### src/design/mazs_pkg.sv
// Shared constants, types and command/status structs for the magnetometer averager.
package mazs_pkg;

   // Axis count and field widths
   localparam int AXES        = 3;
   localparam int AXIS_W      = 2;
   localparam int RAW_W       = 13;
   localparam int DIFF_W      = 14;
   localparam int DIFF_MAG_W  = DIFF_W - 1;
   localparam int FIELD_W     = 16;
   localparam int GAIN_W      = 16;
   localparam int GAIN_RESET  = 16384;

   // Count-to-milligauss scale: diff * 8100 * gain / 2^25
   localparam int SCALE_NUM   = 8100;
   localparam int SCALED_W    = 26;
   localparam int FIELD_SHIFT = 25;
   localparam int FIELD_MAX   = 32767;
   localparam int FIELD_MIN_MAG = 32768;

   // Samples per block
   localparam int AVG_COUNT_DEFAULT = 10;

   // Configuration port
   localparam int CSR_ADDR_W = 4;
   localparam int CSR_DATA_W = 32;

   // Configuration register indexes
   typedef enum logic [1:0] {
      REG_GAIN_X = 2'd0,
      REG_GAIN_Y = 2'd1,
      REG_GAIN_Z = 2'd2
   } reg_idx_type;

   // Input opcodes
   localparam logic OP_SAMPLE = 1'b0;
   localparam logic OP_ZERO   = 1'b1;

   localparam logic [AXIS_W-1:0] AXIS_FIRST = AXIS_W'(0);
   localparam logic [AXIS_W-1:0] AXIS_LAST  = AXIS_W'(AXES - 1);

   typedef logic [GAIN_W-1:0] gain_type;
   typedef gain_type [AXES-1:0] gains_type;

   // Datapath phases, one shared multiplier pass per phase where needed
   typedef enum logic [2:0] {
      PH_DIV,
      PH_DIFF,
      PH_SCALE,
      PH_GAIN,
      PH_SAT
   } phase_type;

   typedef struct packed {
      logic              take;
      logic              calc;
      phase_type         phase;
      logic [AXIS_W-1:0] axis;
      logic              finish;
   } cmd_type;

   typedef struct packed {
      logic block_end;
      logic out_free;
   } status_type;

endpackage

### src/design/mazs_csr.sv
// Gain register file behind the APB-style configuration port.
module mazs_csr (
   input  logic                           clock,
   input  logic                           reset,
   input  logic                           psel,
   input  logic                           penable,
   input  logic                           pwrite,
   input  logic [mazs_pkg::CSR_ADDR_W-1:0] paddr,
   input  logic [mazs_pkg::CSR_DATA_W-1:0] pwdata,
   output logic [mazs_pkg::CSR_DATA_W-1:0] prdata,
   output logic                           pready,
   output mazs_pkg::gains_type            gains
);
   import mazs_pkg::*;

   gains_type   gain_ff;
   gains_type   gain_in;
   reg_idx_type reg_idx;
   logic        wr_en;

   assign reg_idx = reg_idx_type'(paddr[3:2]);
   assign wr_en   = psel && penable && pwrite;
   assign pready  = 1'b1;
   assign gains   = gain_ff;

   // Decode the write; drop writes beyond the last register
   always_comb begin
      gain_in = gain_ff;
      if (wr_en) begin
         unique case (reg_idx)
            REG_GAIN_X: gain_in[0] = pwdata[GAIN_W-1:0];
            REG_GAIN_Y: gain_in[1] = pwdata[GAIN_W-1:0];
            REG_GAIN_Z: gain_in[2] = pwdata[GAIN_W-1:0];
            default: ;
         endcase
      end
   end

   // Read back the addressed gain
   always_comb begin
      unique case (reg_idx)
         REG_GAIN_X: prdata = CSR_DATA_W'(gain_ff[0]);
         REG_GAIN_Y: prdata = CSR_DATA_W'(gain_ff[1]);
         REG_GAIN_Z: prdata = CSR_DATA_W'(gain_ff[2]);
         default:    prdata = '0;
      endcase
   end

   always_ff @(posedge clock) begin
      if (reset) begin
         for (int i = 0; i < AXES; i++) begin
            gain_ff[i] <= GAIN_W'(GAIN_RESET);
         end
      end else begin
         gain_ff <= gain_in;
      end
   end

endmodule

### src/design/mazs_ctrl.sv
// Controller: input handshake and the per-axis phase sequence of the block result.
module mazs_ctrl (
   input  logic                 clock,
   input  logic                 reset,
   input  logic                 req_valid,
   output logic                 req_stall,
   input  mazs_pkg::status_type status,
   output mazs_pkg::cmd_type    cmd
);
   import mazs_pkg::*;

   typedef enum logic [1:0] {
      ST_IDLE,
      ST_CALC,
      ST_WAIT
   } state_type;

   state_type         state_ff, state_in;
   phase_type         phase_ff, phase_in;
   logic [AXIS_W-1:0] axis_ff, axis_in;
   logic              take;

   assign req_stall = (state_ff != ST_IDLE);
   assign take      = req_valid && (state_ff == ST_IDLE);

   assign cmd.take   = take;
   assign cmd.calc   = (state_ff == ST_CALC);
   assign cmd.phase  = phase_ff;
   assign cmd.axis   = axis_ff;
   assign cmd.finish = (state_ff == ST_WAIT) && status.out_free;

   // Advance through five phases per axis, then hand the result over
   always_comb begin
      state_in = state_ff;
      phase_in = phase_ff;
      axis_in  = axis_ff;
      unique case (state_ff)
         ST_IDLE: begin
            if (take && status.block_end) begin
               state_in = ST_CALC;
               phase_in = PH_DIV;
               axis_in  = AXIS_FIRST;
            end
         end
         ST_CALC: begin
            unique case (phase_ff)
               PH_DIV:   phase_in = PH_DIFF;
               PH_DIFF:  phase_in = PH_SCALE;
               PH_SCALE: phase_in = PH_GAIN;
               PH_GAIN:  phase_in = PH_SAT;
               PH_SAT: begin
                  phase_in = PH_DIV;
                  if (axis_ff == AXIS_LAST) begin
                     state_in = ST_WAIT;
                  end else begin
                     axis_in = axis_ff + AXIS_W'(1);
                  end
               end
               default: phase_in = PH_DIV;
            endcase
         end
         ST_WAIT: begin
            if (status.out_free) begin
               state_in = ST_IDLE;
            end
         end
         default: state_in = ST_IDLE;
      endcase
   end

   always_ff @(posedge clock) begin
      if (reset) begin
         state_ff <= ST_IDLE;
         phase_ff <= PH_DIV;
         axis_ff  <= AXIS_FIRST;
      end else begin
         state_ff <= state_in;
         phase_ff <= phase_in;
         axis_ff  <= axis_in;
      end
   end

endmodule

### src/design/mazs_dpath.sv
// Datapath: block sums, zero offsets, shared multiplier and the output register.
module mazs_dpath #(
   parameter int AVG_COUNT = mazs_pkg::AVG_COUNT_DEFAULT
) (
   input  logic                                clock,
   input  logic                                reset,
   input  logic                                req_op,
   input  logic signed [mazs_pkg::RAW_W-1:0]   req_raw_x,
   input  logic signed [mazs_pkg::RAW_W-1:0]   req_raw_y,
   input  logic signed [mazs_pkg::RAW_W-1:0]   req_raw_z,
   input  mazs_pkg::gains_type                 gains,
   input  mazs_pkg::cmd_type                   cmd,
   output mazs_pkg::status_type                status,
   output logic                                rsp_valid,
   input  logic                                rsp_stall,
   output logic signed [mazs_pkg::DIFF_W-1:0]  rsp_diff_x,
   output logic signed [mazs_pkg::DIFF_W-1:0]  rsp_diff_y,
   output logic signed [mazs_pkg::DIFF_W-1:0]  rsp_diff_z,
   output logic signed [mazs_pkg::FIELD_W-1:0] rsp_field_x_mg,
   output logic signed [mazs_pkg::FIELD_W-1:0] rsp_field_y_mg,
   output logic signed [mazs_pkg::FIELD_W-1:0] rsp_field_z_mg
);
   import mazs_pkg::*;

   // Sum and counter widths follow the block length
   localparam int SUM_W   = RAW_W + $clog2(AVG_COUNT);
   localparam int CNT_W   = (AVG_COUNT > 1) ? $clog2(AVG_COUNT) : 1;
   // Reciprocal for the exact truncating divide by the block length
   localparam int DIV_SHIFT = SUM_W + $clog2(AVG_COUNT) + 1;
   localparam int RECIP_W   = DIV_SHIFT + 1;
   localparam logic [RECIP_W-1:0] RECIP =
      RECIP_W'(((64'd1 << DIV_SHIFT) + 64'(AVG_COUNT) - 64'd1) / 64'(AVG_COUNT));
   // Shared multiplier operands
   localparam int MUL_A_W = (SUM_W > SCALED_W) ? SUM_W : SCALED_W;
   localparam int MUL_B_W = (RECIP_W > GAIN_W) ? RECIP_W : GAIN_W;
   localparam int PROD_W  = MUL_A_W + MUL_B_W;
   localparam int MAG_W   = PROD_W - FIELD_SHIFT;

   logic [RAW_W-1:0]   raw [AXES];
   logic [SUM_W-1:0]   sum_ff [AXES];
   logic [SUM_W-1:0]   sum_in [AXES];
   logic [RAW_W-1:0]   offset_ff [AXES];
   logic [RAW_W-1:0]   offset_in [AXES];
   logic               pending_ff, pending_in;
   logic [CNT_W-1:0]   count_ff, count_in;
   logic               last_sample;
   logic               take_sample;

   logic [PROD_W-1:0]  prod_ff;
   logic               neg_ff;
   logic [DIFF_W-1:0]  diff_ff [AXES];
   logic [FIELD_W-1:0] field_ff [AXES];
   logic               rsp_valid_ff;

   logic [SUM_W-1:0]      sum_sel, sum_abs;
   logic [DIFF_W-1:0]     diff_sel, diff_neg;
   logic [DIFF_MAG_W-1:0] diff_abs;
   logic [RAW_W-1:0]      quot;
   logic [DIFF_W-1:0]     avg_pos, avg_val, diff_new;
   logic [MAG_W-1:0]      mag_hi;
   logic [FIELD_W-1:0]    field_new;
   logic [MUL_A_W-1:0]    mul_a;
   logic [MUL_B_W-1:0]    mul_b;
   logic [PROD_W-1:0]     prod_in;

   assign raw[0] = req_raw_x;
   assign raw[1] = req_raw_y;
   assign raw[2] = req_raw_z;

   assign last_sample      = (count_ff == CNT_W'(AVG_COUNT - 1));
   assign take_sample      = cmd.take && (req_op == OP_SAMPLE);
   assign status.block_end = (req_op == OP_SAMPLE) && last_sample;
   assign status.out_free  = !rsp_valid_ff || !rsp_stall;

   // Accumulate samples, capture offsets and arm zero requests
   always_comb begin
      pending_in = pending_ff;
      count_in   = count_ff;
      for (int i = 0; i < AXES; i++) begin
         sum_in[i]    = sum_ff[i];
         offset_in[i] = offset_ff[i];
      end
      if (cmd.take && (req_op == OP_ZERO)) begin
         pending_in = 1'b1;
      end
      if (take_sample) begin
         for (int i = 0; i < AXES; i++) begin
            sum_in[i] = sum_ff[i] + {{(SUM_W - RAW_W){raw[i][RAW_W-1]}}, raw[i]};
         end
         count_in = last_sample ? '0 : count_ff + CNT_W'(1);
         if (last_sample && pending_ff) begin
            for (int i = 0; i < AXES; i++) begin
               offset_in[i] = raw[i];
            end
            pending_in = 1'b0;
         end
      end
      if (cmd.finish) begin
         for (int i = 0; i < AXES; i++) begin
            sum_in[i] = '0;
         end
      end
   end

   // Magnitudes of the selected axis
   assign sum_sel  = sum_ff[cmd.axis];
   assign sum_abs  = sum_sel[SUM_W-1] ? (~sum_sel + SUM_W'(1)) : sum_sel;
   assign diff_sel = diff_ff[cmd.axis];
   assign diff_neg = ~diff_sel + DIFF_W'(1);
   assign diff_abs = diff_sel[DIFF_W-1] ? diff_neg[DIFF_MAG_W-1:0]
                                        : diff_sel[DIFF_MAG_W-1:0];

   // Quotient, sign restore and offset subtract
   assign quot     = prod_ff[DIV_SHIFT +: RAW_W];
   assign avg_pos  = {1'b0, quot};
   assign avg_val  = neg_ff ? (~avg_pos + DIFF_W'(1)) : avg_pos;
   assign diff_new = avg_val - {offset_ff[cmd.axis][RAW_W-1], offset_ff[cmd.axis]};

   // Truncate the scaled product and saturate to 16 bits
   assign mag_hi = prod_ff[PROD_W-1:FIELD_SHIFT];
   always_comb begin
      if (diff_sel[DIFF_W-1]) begin
         if (mag_hi > MAG_W'(FIELD_MIN_MAG)) begin
            field_new = FIELD_W'(FIELD_MIN_MAG);
         end else begin
            field_new = ~mag_hi[FIELD_W-1:0] + FIELD_W'(1);
         end
      end else begin
         if (mag_hi > MAG_W'(FIELD_MAX)) begin
            field_new = FIELD_W'(FIELD_MAX);
         end else begin
            field_new = mag_hi[FIELD_W-1:0];
         end
      end
   end

   // Select the shared multiplier operands by phase
   always_comb begin
      mul_a = '0;
      mul_b = '0;
      case (cmd.phase)
         PH_DIV: begin
            mul_a = MUL_A_W'(sum_abs);
            mul_b = MUL_B_W'(RECIP);
         end
         PH_SCALE: begin
            mul_a = MUL_A_W'(diff_abs);
            mul_b = MUL_B_W'(SCALE_NUM);
         end
         PH_GAIN: begin
            mul_a = MUL_A_W'(prod_ff[SCALED_W-1:0]);
            mul_b = MUL_B_W'(gains[cmd.axis]);
         end
         default: ;
      endcase
   end

   assign prod_in = PROD_W'(mul_a) * PROD_W'(mul_b);

   // Hold control state
   always_ff @(posedge clock) begin
      if (reset) begin
         for (int i = 0; i < AXES; i++) begin
            sum_ff[i]    <= '0;
            offset_ff[i] <= '0;
         end
         pending_ff   <= 1'b0;
         count_ff     <= '0;
         rsp_valid_ff <= 1'b0;
      end else begin
         sum_ff     <= sum_in;
         offset_ff  <= offset_in;
         pending_ff <= pending_in;
         count_ff   <= count_in;
         if (cmd.finish) begin
            rsp_valid_ff <= 1'b1;
         end else if (!rsp_stall) begin
            rsp_valid_ff <= 1'b0;
         end
      end
   end

   // Step the per-axis working registers
   always_ff @(posedge clock) begin
      if (cmd.calc) begin
         case (cmd.phase)
            PH_DIV: begin
               prod_ff <= prod_in;
               neg_ff  <= sum_sel[SUM_W-1];
            end
            PH_DIFF:  diff_ff[cmd.axis] <= diff_new;
            PH_SCALE: prod_ff <= prod_in;
            PH_GAIN:  prod_ff <= prod_in;
            PH_SAT:   field_ff[cmd.axis] <= field_new;
            default: ;
         endcase
      end
   end

   // Load the output register
   always_ff @(posedge clock) begin
      if (cmd.finish) begin
         rsp_diff_x     <= diff_ff[0];
         rsp_diff_y     <= diff_ff[1];
         rsp_diff_z     <= diff_ff[2];
         rsp_field_x_mg <= field_ff[0];
         rsp_field_y_mg <= field_ff[1];
         rsp_field_z_mg <= field_ff[2];
      end
   end

   assign rsp_valid = rsp_valid_ff;

endmodule

### src/design/magnetometer_average_zero_scale_top.sv
// Top level of the block-averaging magnetometer front end with zero offset and gain.
// Each accepted raw sample item (op 0) is added into per-axis block sums, and a zero
// request item (op 1) arms an offset capture. The sample that completes a block of
// AVG_COUNT samples starts the result computation: one shared multiplier takes each
// axis through five phases (divide by reciprocal, subtract offset, scale by 8100,
// apply gain, truncate and saturate), and the input stalls while this runs and while
// the result register waits on rsp_stall. The result register lets new samples in
// while a finished result still waits to be taken. Gains sit at byte addresses 0, 4
// and 8 and reset to 16384 (a gain of 1.0).
module magnetometer_average_zero_scale_top #(
   parameter int AVG_COUNT = mazs_pkg::AVG_COUNT_DEFAULT
) (
   input  logic                                clock,
   input  logic                                reset,
   input  logic                                req_valid,
   output logic                                req_stall,
   input  logic                                req_op,
   input  logic signed [mazs_pkg::RAW_W-1:0]   req_raw_x,
   input  logic signed [mazs_pkg::RAW_W-1:0]   req_raw_y,
   input  logic signed [mazs_pkg::RAW_W-1:0]   req_raw_z,
   output logic                                rsp_valid,
   input  logic                                rsp_stall,
   output logic signed [mazs_pkg::DIFF_W-1:0]  rsp_diff_x,
   output logic signed [mazs_pkg::DIFF_W-1:0]  rsp_diff_y,
   output logic signed [mazs_pkg::DIFF_W-1:0]  rsp_diff_z,
   output logic signed [mazs_pkg::FIELD_W-1:0] rsp_field_x_mg,
   output logic signed [mazs_pkg::FIELD_W-1:0] rsp_field_y_mg,
   output logic signed [mazs_pkg::FIELD_W-1:0] rsp_field_z_mg,
   input  logic                                psel,
   input  logic                                penable,
   input  logic                                pwrite,
   input  logic [mazs_pkg::CSR_ADDR_W-1:0]     paddr,
   input  logic [mazs_pkg::CSR_DATA_W-1:0]     pwdata,
   output logic [mazs_pkg::CSR_DATA_W-1:0]     prdata,
   output logic                                pready
);
   import mazs_pkg::*;

   gains_type  gains;
   cmd_type    cmd;
   status_type status;

   mazs_csr u_csr (
      .clock   (clock),
      .reset   (reset),
      .psel    (psel),
      .penable (penable),
      .pwrite  (pwrite),
      .paddr   (paddr),
      .pwdata  (pwdata),
      .prdata  (prdata),
      .pready  (pready),
      .gains   (gains)
   );

   mazs_ctrl u_ctrl (
      .clock     (clock),
      .reset     (reset),
      .req_valid (req_valid),
      .req_stall (req_stall),
      .status    (status),
      .cmd       (cmd)
   );

   mazs_dpath #(
      .AVG_COUNT (AVG_COUNT)
   ) u_dpath (
      .clock          (clock),
      .reset          (reset),
      .req_op         (req_op),
      .req_raw_x      (req_raw_x),
      .req_raw_y      (req_raw_y),
      .req_raw_z      (req_raw_z),
      .gains          (gains),
      .cmd            (cmd),
      .status         (status),
      .rsp_valid      (rsp_valid),
      .rsp_stall      (rsp_stall),
      .rsp_diff_x     (rsp_diff_x),
      .rsp_diff_y     (rsp_diff_y),
      .rsp_diff_z     (rsp_diff_z),
      .rsp_field_x_mg (rsp_field_x_mg),
      .rsp_field_y_mg (rsp_field_y_mg),
      .rsp_field_z_mg (rsp_field_z_mg)
   );

endmodule

### config.mk
export PLATFORM = sky130hd
export DESIGN_NAME = magnetometer_average_zero_scale_top
export DESIGN_NICKNAME = d
export VERILOG_FILES = /design/src/design/mazs_pkg.sv /design/src/design/mazs_csr.sv /design/src/design/mazs_ctrl.sv /design/src/design/mazs_dpath.sv /design/src/design/magnetometer_average_zero_scale_top.sv
export SDC_FILE = /design/constraint.sdc
export NUM_CORES = 2
export LEC_CHECK = 0
export BUFFER_PORTS_ARGS = -buffer_cell sky130_fd_sc_hd__clkbuf_2
export CORE_MARGIN = 2
export CORE_UTILIZATION = 68
export DETAILED_ROUTE_END_ITERATION = 8
export PLACE_DENSITY = 0.88
export SYNTH_ARGS = -nofsm -noshare
export SYNTH_HDL_FRONTEND = slang
export SYNTH_SLANG_ARGS = --single-unit
### constraint.sdc
create_clock -name clock -period 12.85 [get_ports clock]
set_clock_uncertainty 0.2 [all_clocks]
set_input_delay 0.6425 -clock clock [delete_from_list [all_inputs] [get_ports clock]]
set_output_delay 0.6425 -clock clock [all_outputs]
set_load 0.005 [all_outputs]
==> impl_metrics.csv <==
group,metric,value,unit
yosys,async_reset_ff_share,0,%
sta,timing.hold.ws,116,ps
critical_path,start_kind,"register",
global_route,met1_usage,47.4,%
clock_network,worst_skew_pair.late_latency,580,ps
detailed_routing,drc,0,
sta,min_period_over_period,85.7,%
yosys,yosysTopAreaCell,"fa_1",
die,die_h,228,µm
detailed_routing,post_drt_wl_per_cell,21.8,µm
power,clkPwrFrac,22.7,%
sta,setup_ws,1840,ps
global_route,top_usage_layer,"met2",
yosys,synthTopCellsByArea,"fa_1, edfxtp_1, dfxtp_1",
die,design.core.area,49800,µm²
die,initial_core_util,68.5,%
run,cap_violations,0,
layout,seqCellArea,10300,µm²
die,io_pins,208,
placed_design,place_inst,4371,
placed_design,port_buffers,172,
sta,maxSlewHeadroom,17.6,%
run_status,status,"completed",
sta,timing.fmax,90.8,MHz
global_route,grt_pass1_vias,27100,
sta,worst_pin_slew,1220,ps
critical_path,critical_path_class,"register to register",
detailed_routing,drtPass1Iterations,6,
layout,multi_input_area,21000,µm²
detailed_routing,ant_nets,0,
yosys,postSynthCellCount,3610,
critical_path,end_kind,"register",
power,internal-power,3240,µW
sta,period_needed,11010,ps
power,total_power,5520,µW
yosys,synth_edf_count,240,
yosys,syn-cell-area,34100,µm²
yosys,syn_avg_cell_area,9.44,µm²
global_route,grt_pass1_wl,150000,µm
sta,rsz0062_at_grt,"false",
sta,drv_slew,0,
detailed_routing,routed_wirelength,96800,µm
die,dieWidth,228,µm
clock_network,cts-htree-levels,2,
power,irDropWorstVdd,0.133,mV
critical_path,cp.arrival,11140,ps
clock_network,cts_tree,"yes",
layout,area_delta_synth_final,7.95,%
global_route,overflow,0,
critical_path,crit_required,12980,ps
global_route,met3_usage,9.14,%
sta,setup_viol,0,
clock_network,cts-root-buf,"clkbuf_16",
layout,nNetsFinal,4431,
power,swShare,41.3,%
yosys,synth_seq_cells,393,
yosys,yosysUniqueCellTypes,89,
clock_network,clk_pin_slew,70,ps
detailed_routing,via_per_inst,6.19,
hold_path,hold_path.class,"primary input to register",
placed_design,place_ws,2260,ps
power,p_seq_share,26.4,%
global_route,grt_use_met2,60.7,%
yosys,ys_warn_count,0,
clock_network,clock-sinks,393,
critical_path,worstPathMaxFanout,28,
global_route,grt_max_degree,83,
clock_network,clk_path_buf_depth,3,
die,dieArea,51900,µm²
global_route,antenna_found_initial,2,
power,power_density,150,nW/µm²
layout,fillCellCount,3392,
layout,drive_gt1_share,8.68,%
sta,setup_tns,0,ps
critical_path,crit_top_cell,"fa_1",
detailed_routing,drtIter0Drc,3243,
detailed_routing,vias,27500,
clock_network,cts_buffers,39,
critical_path,path_buf_inv,6,
yosys,ys.flop_type,"edfxtp_1",
critical_path,cp_top_family,"compound AO/OA/AOI/OAI gates",
layout,num_antenna_cells,0,
critical_path,cp_slowest_cell,"o311ai_0",
clock_network,postCtsSetupBuffers,0,
placed_design,place_hpwl,71700,µm
yosys,seq_area_frac_synth,30.1,%
clock_network,cts_hold_buf,0,
sta,hold_viol,0,
yosys,synth_top_area_share,22.6,%
critical_path,cpPeakStageDelay,850,ps
placed_design,place_congestion,1.06,
power,p_leak,0.0165,µW
global_route,grt_use_total,37.3,%
die,rows,82,
clock_network,ctsResizeCount,0,
power,combPwrFrac,50.9,%
layout,final_cells,4439,
power,p_sw,2280,µW
## routing by layer
| metal | part of all wire (%) | wire [µm] |
|---|---|---|
| met5 | 0.049 | 47 |
| met1 | 36 | 34500 |
| met2 | 47 | 45500 |
| met3 | 12 | 11200 |
| met4 | 5.7 | 5470 |
## flip-flops by register name, summed over array words and instances (netlist names), 4 cells and up, named ones only
register and count:
rsp_diff_x 14, rsp_diff_y 14, rsp_diff_z 14, rsp_field_x_mg 16, rsp_field_y_mg 16, rsp_field_z_mg 16, u_csr.gains 48, u_dpath.count_ff 4
u_dpath.diff_ff 56, u_dpath.field_ff 48, u_dpath.offset_ff 39, u_dpath.prod_ff 45, u_dpath.sum_ff 51
## tightest hold or removal path, stage by stage
cell and delay (ps):
clkbuf_2 100, nand2_1 50, a21oi_1 50
## cells by family (layout without fill, tap and decap cells)
family          after synthesis  in the layout  share of synthesized area, %
fa+ha+maj                   608            608                          30.8
other cells                   2             36                        0.0220
buf+inv                     736            859                          8.83
flops                       393            393                          30.1
xor+xnor                    117            117                          3.05
simple gates               1112           1112                          14.2
compound gates              561            561                          9.97
mux                          81             81                          2.98
## cell usage after synthesis, types with 6 or more instances
library cell    n
dfxtp_1       153
and3_1         16
o21ai_0       129
buf_4          19
o21bai_1       10
nor2b_1        20
a22o_1         12
or2_2          10
and2_1         68
clkbuf_8       12
o21a_1         15
or3_1          14
nand3b_1       11
nand2b_1       22
edfxtp_1      240
nor3_1         36
nand2_2        12
buf_1          11
ha_1          224
mux2i_1        61
a21oi_1       244
nand3_1        23
o2bb2ai_1      10
xnor2_1        76
clkbuf_1       99
mux4_2          8
mux4_1          6
mux2_2          6
o31ai_1        12
nor2_1        240
nand2_1       600
xor2_1         40
buf_2          10
nand4_1        15
a211oi_1        6
a31oi_1         7
a21o_1         30
o311ai_1        9
nor4_1          6
inv_1         579
o211ai_1       11
fa_1          384
## final cells by class
class / instances / share of cell area [%]
timing repair buffer: 210 / 3.12
clock inverter: 20 / 0.895
tap: 672 / 2.29
inverter: 581 / 5.93
multi-input combinational: 2515 / 57.0
clock buffer: 48 / 2.86
sequential: 393 / 27.9
## power by group through the flow
stage | clock [µW] | sequential, µW | combinational [µW]
2_1_floorplan | 0 | 1480 | 2030
3_3_place_gp | 0 | 1480 | 2630
3_5_place_dp | 0 | 1480 | 2710
4_1_cts | 1250 | 1460 | 2730
5_1_grt | 1300 | 1460 | 3120
6_report | 1260 | 1460 | 2810
## cell usage in the layout (no fill, tap or decap), types with 40 or more instances in the layout
| cell type | count |
|---|---|
| mux2i_1 | 61 |
| o21ai_0 | 127 |
| edfxtp_1 | 240 |
| inv_1 | 579 |
| fa_1 | 384 |
| nand2_1 | 600 |
| clkbuf_2 | 171 |
| a21oi_1 | 242 |
| nor2_1 | 238 |
| ha_1 | 224 |
| clkbuf_16 | 40 |
| dfxtp_1 | 151 |
| xor2_1 | 40 |
| and2_1 | 68 |
| xnor2_1 | 76 |
## stage by stage
stage          util [%]  area [µm²]
3_5_place_dp       71.2       35400
3_3_place_gp       71.2       35400
6_report           73.9       36800
2_1_floorplan         -       34200
4_1_cts            73.9       36800
5_1_grt            73.9       36800
## path summary, 6_finish.rpt
kind | cells after the start | start | end | slack (ps)
max | 31 | u_ctrl.axis_ff[0] | u_dpath.prod_ff[32] | 1840
min | 3 | pwdata[9] | u_csr.gains[9] | 120
max reg2reg | 31 | u_ctrl.axis_ff[0] | u_dpath.prod_ff[32] | 1840
min reg2reg | 0 | u_dpath.field_ff[0][9] | rsp_field_x_mg[9] | 220
(Power assumes the default switching activity.)
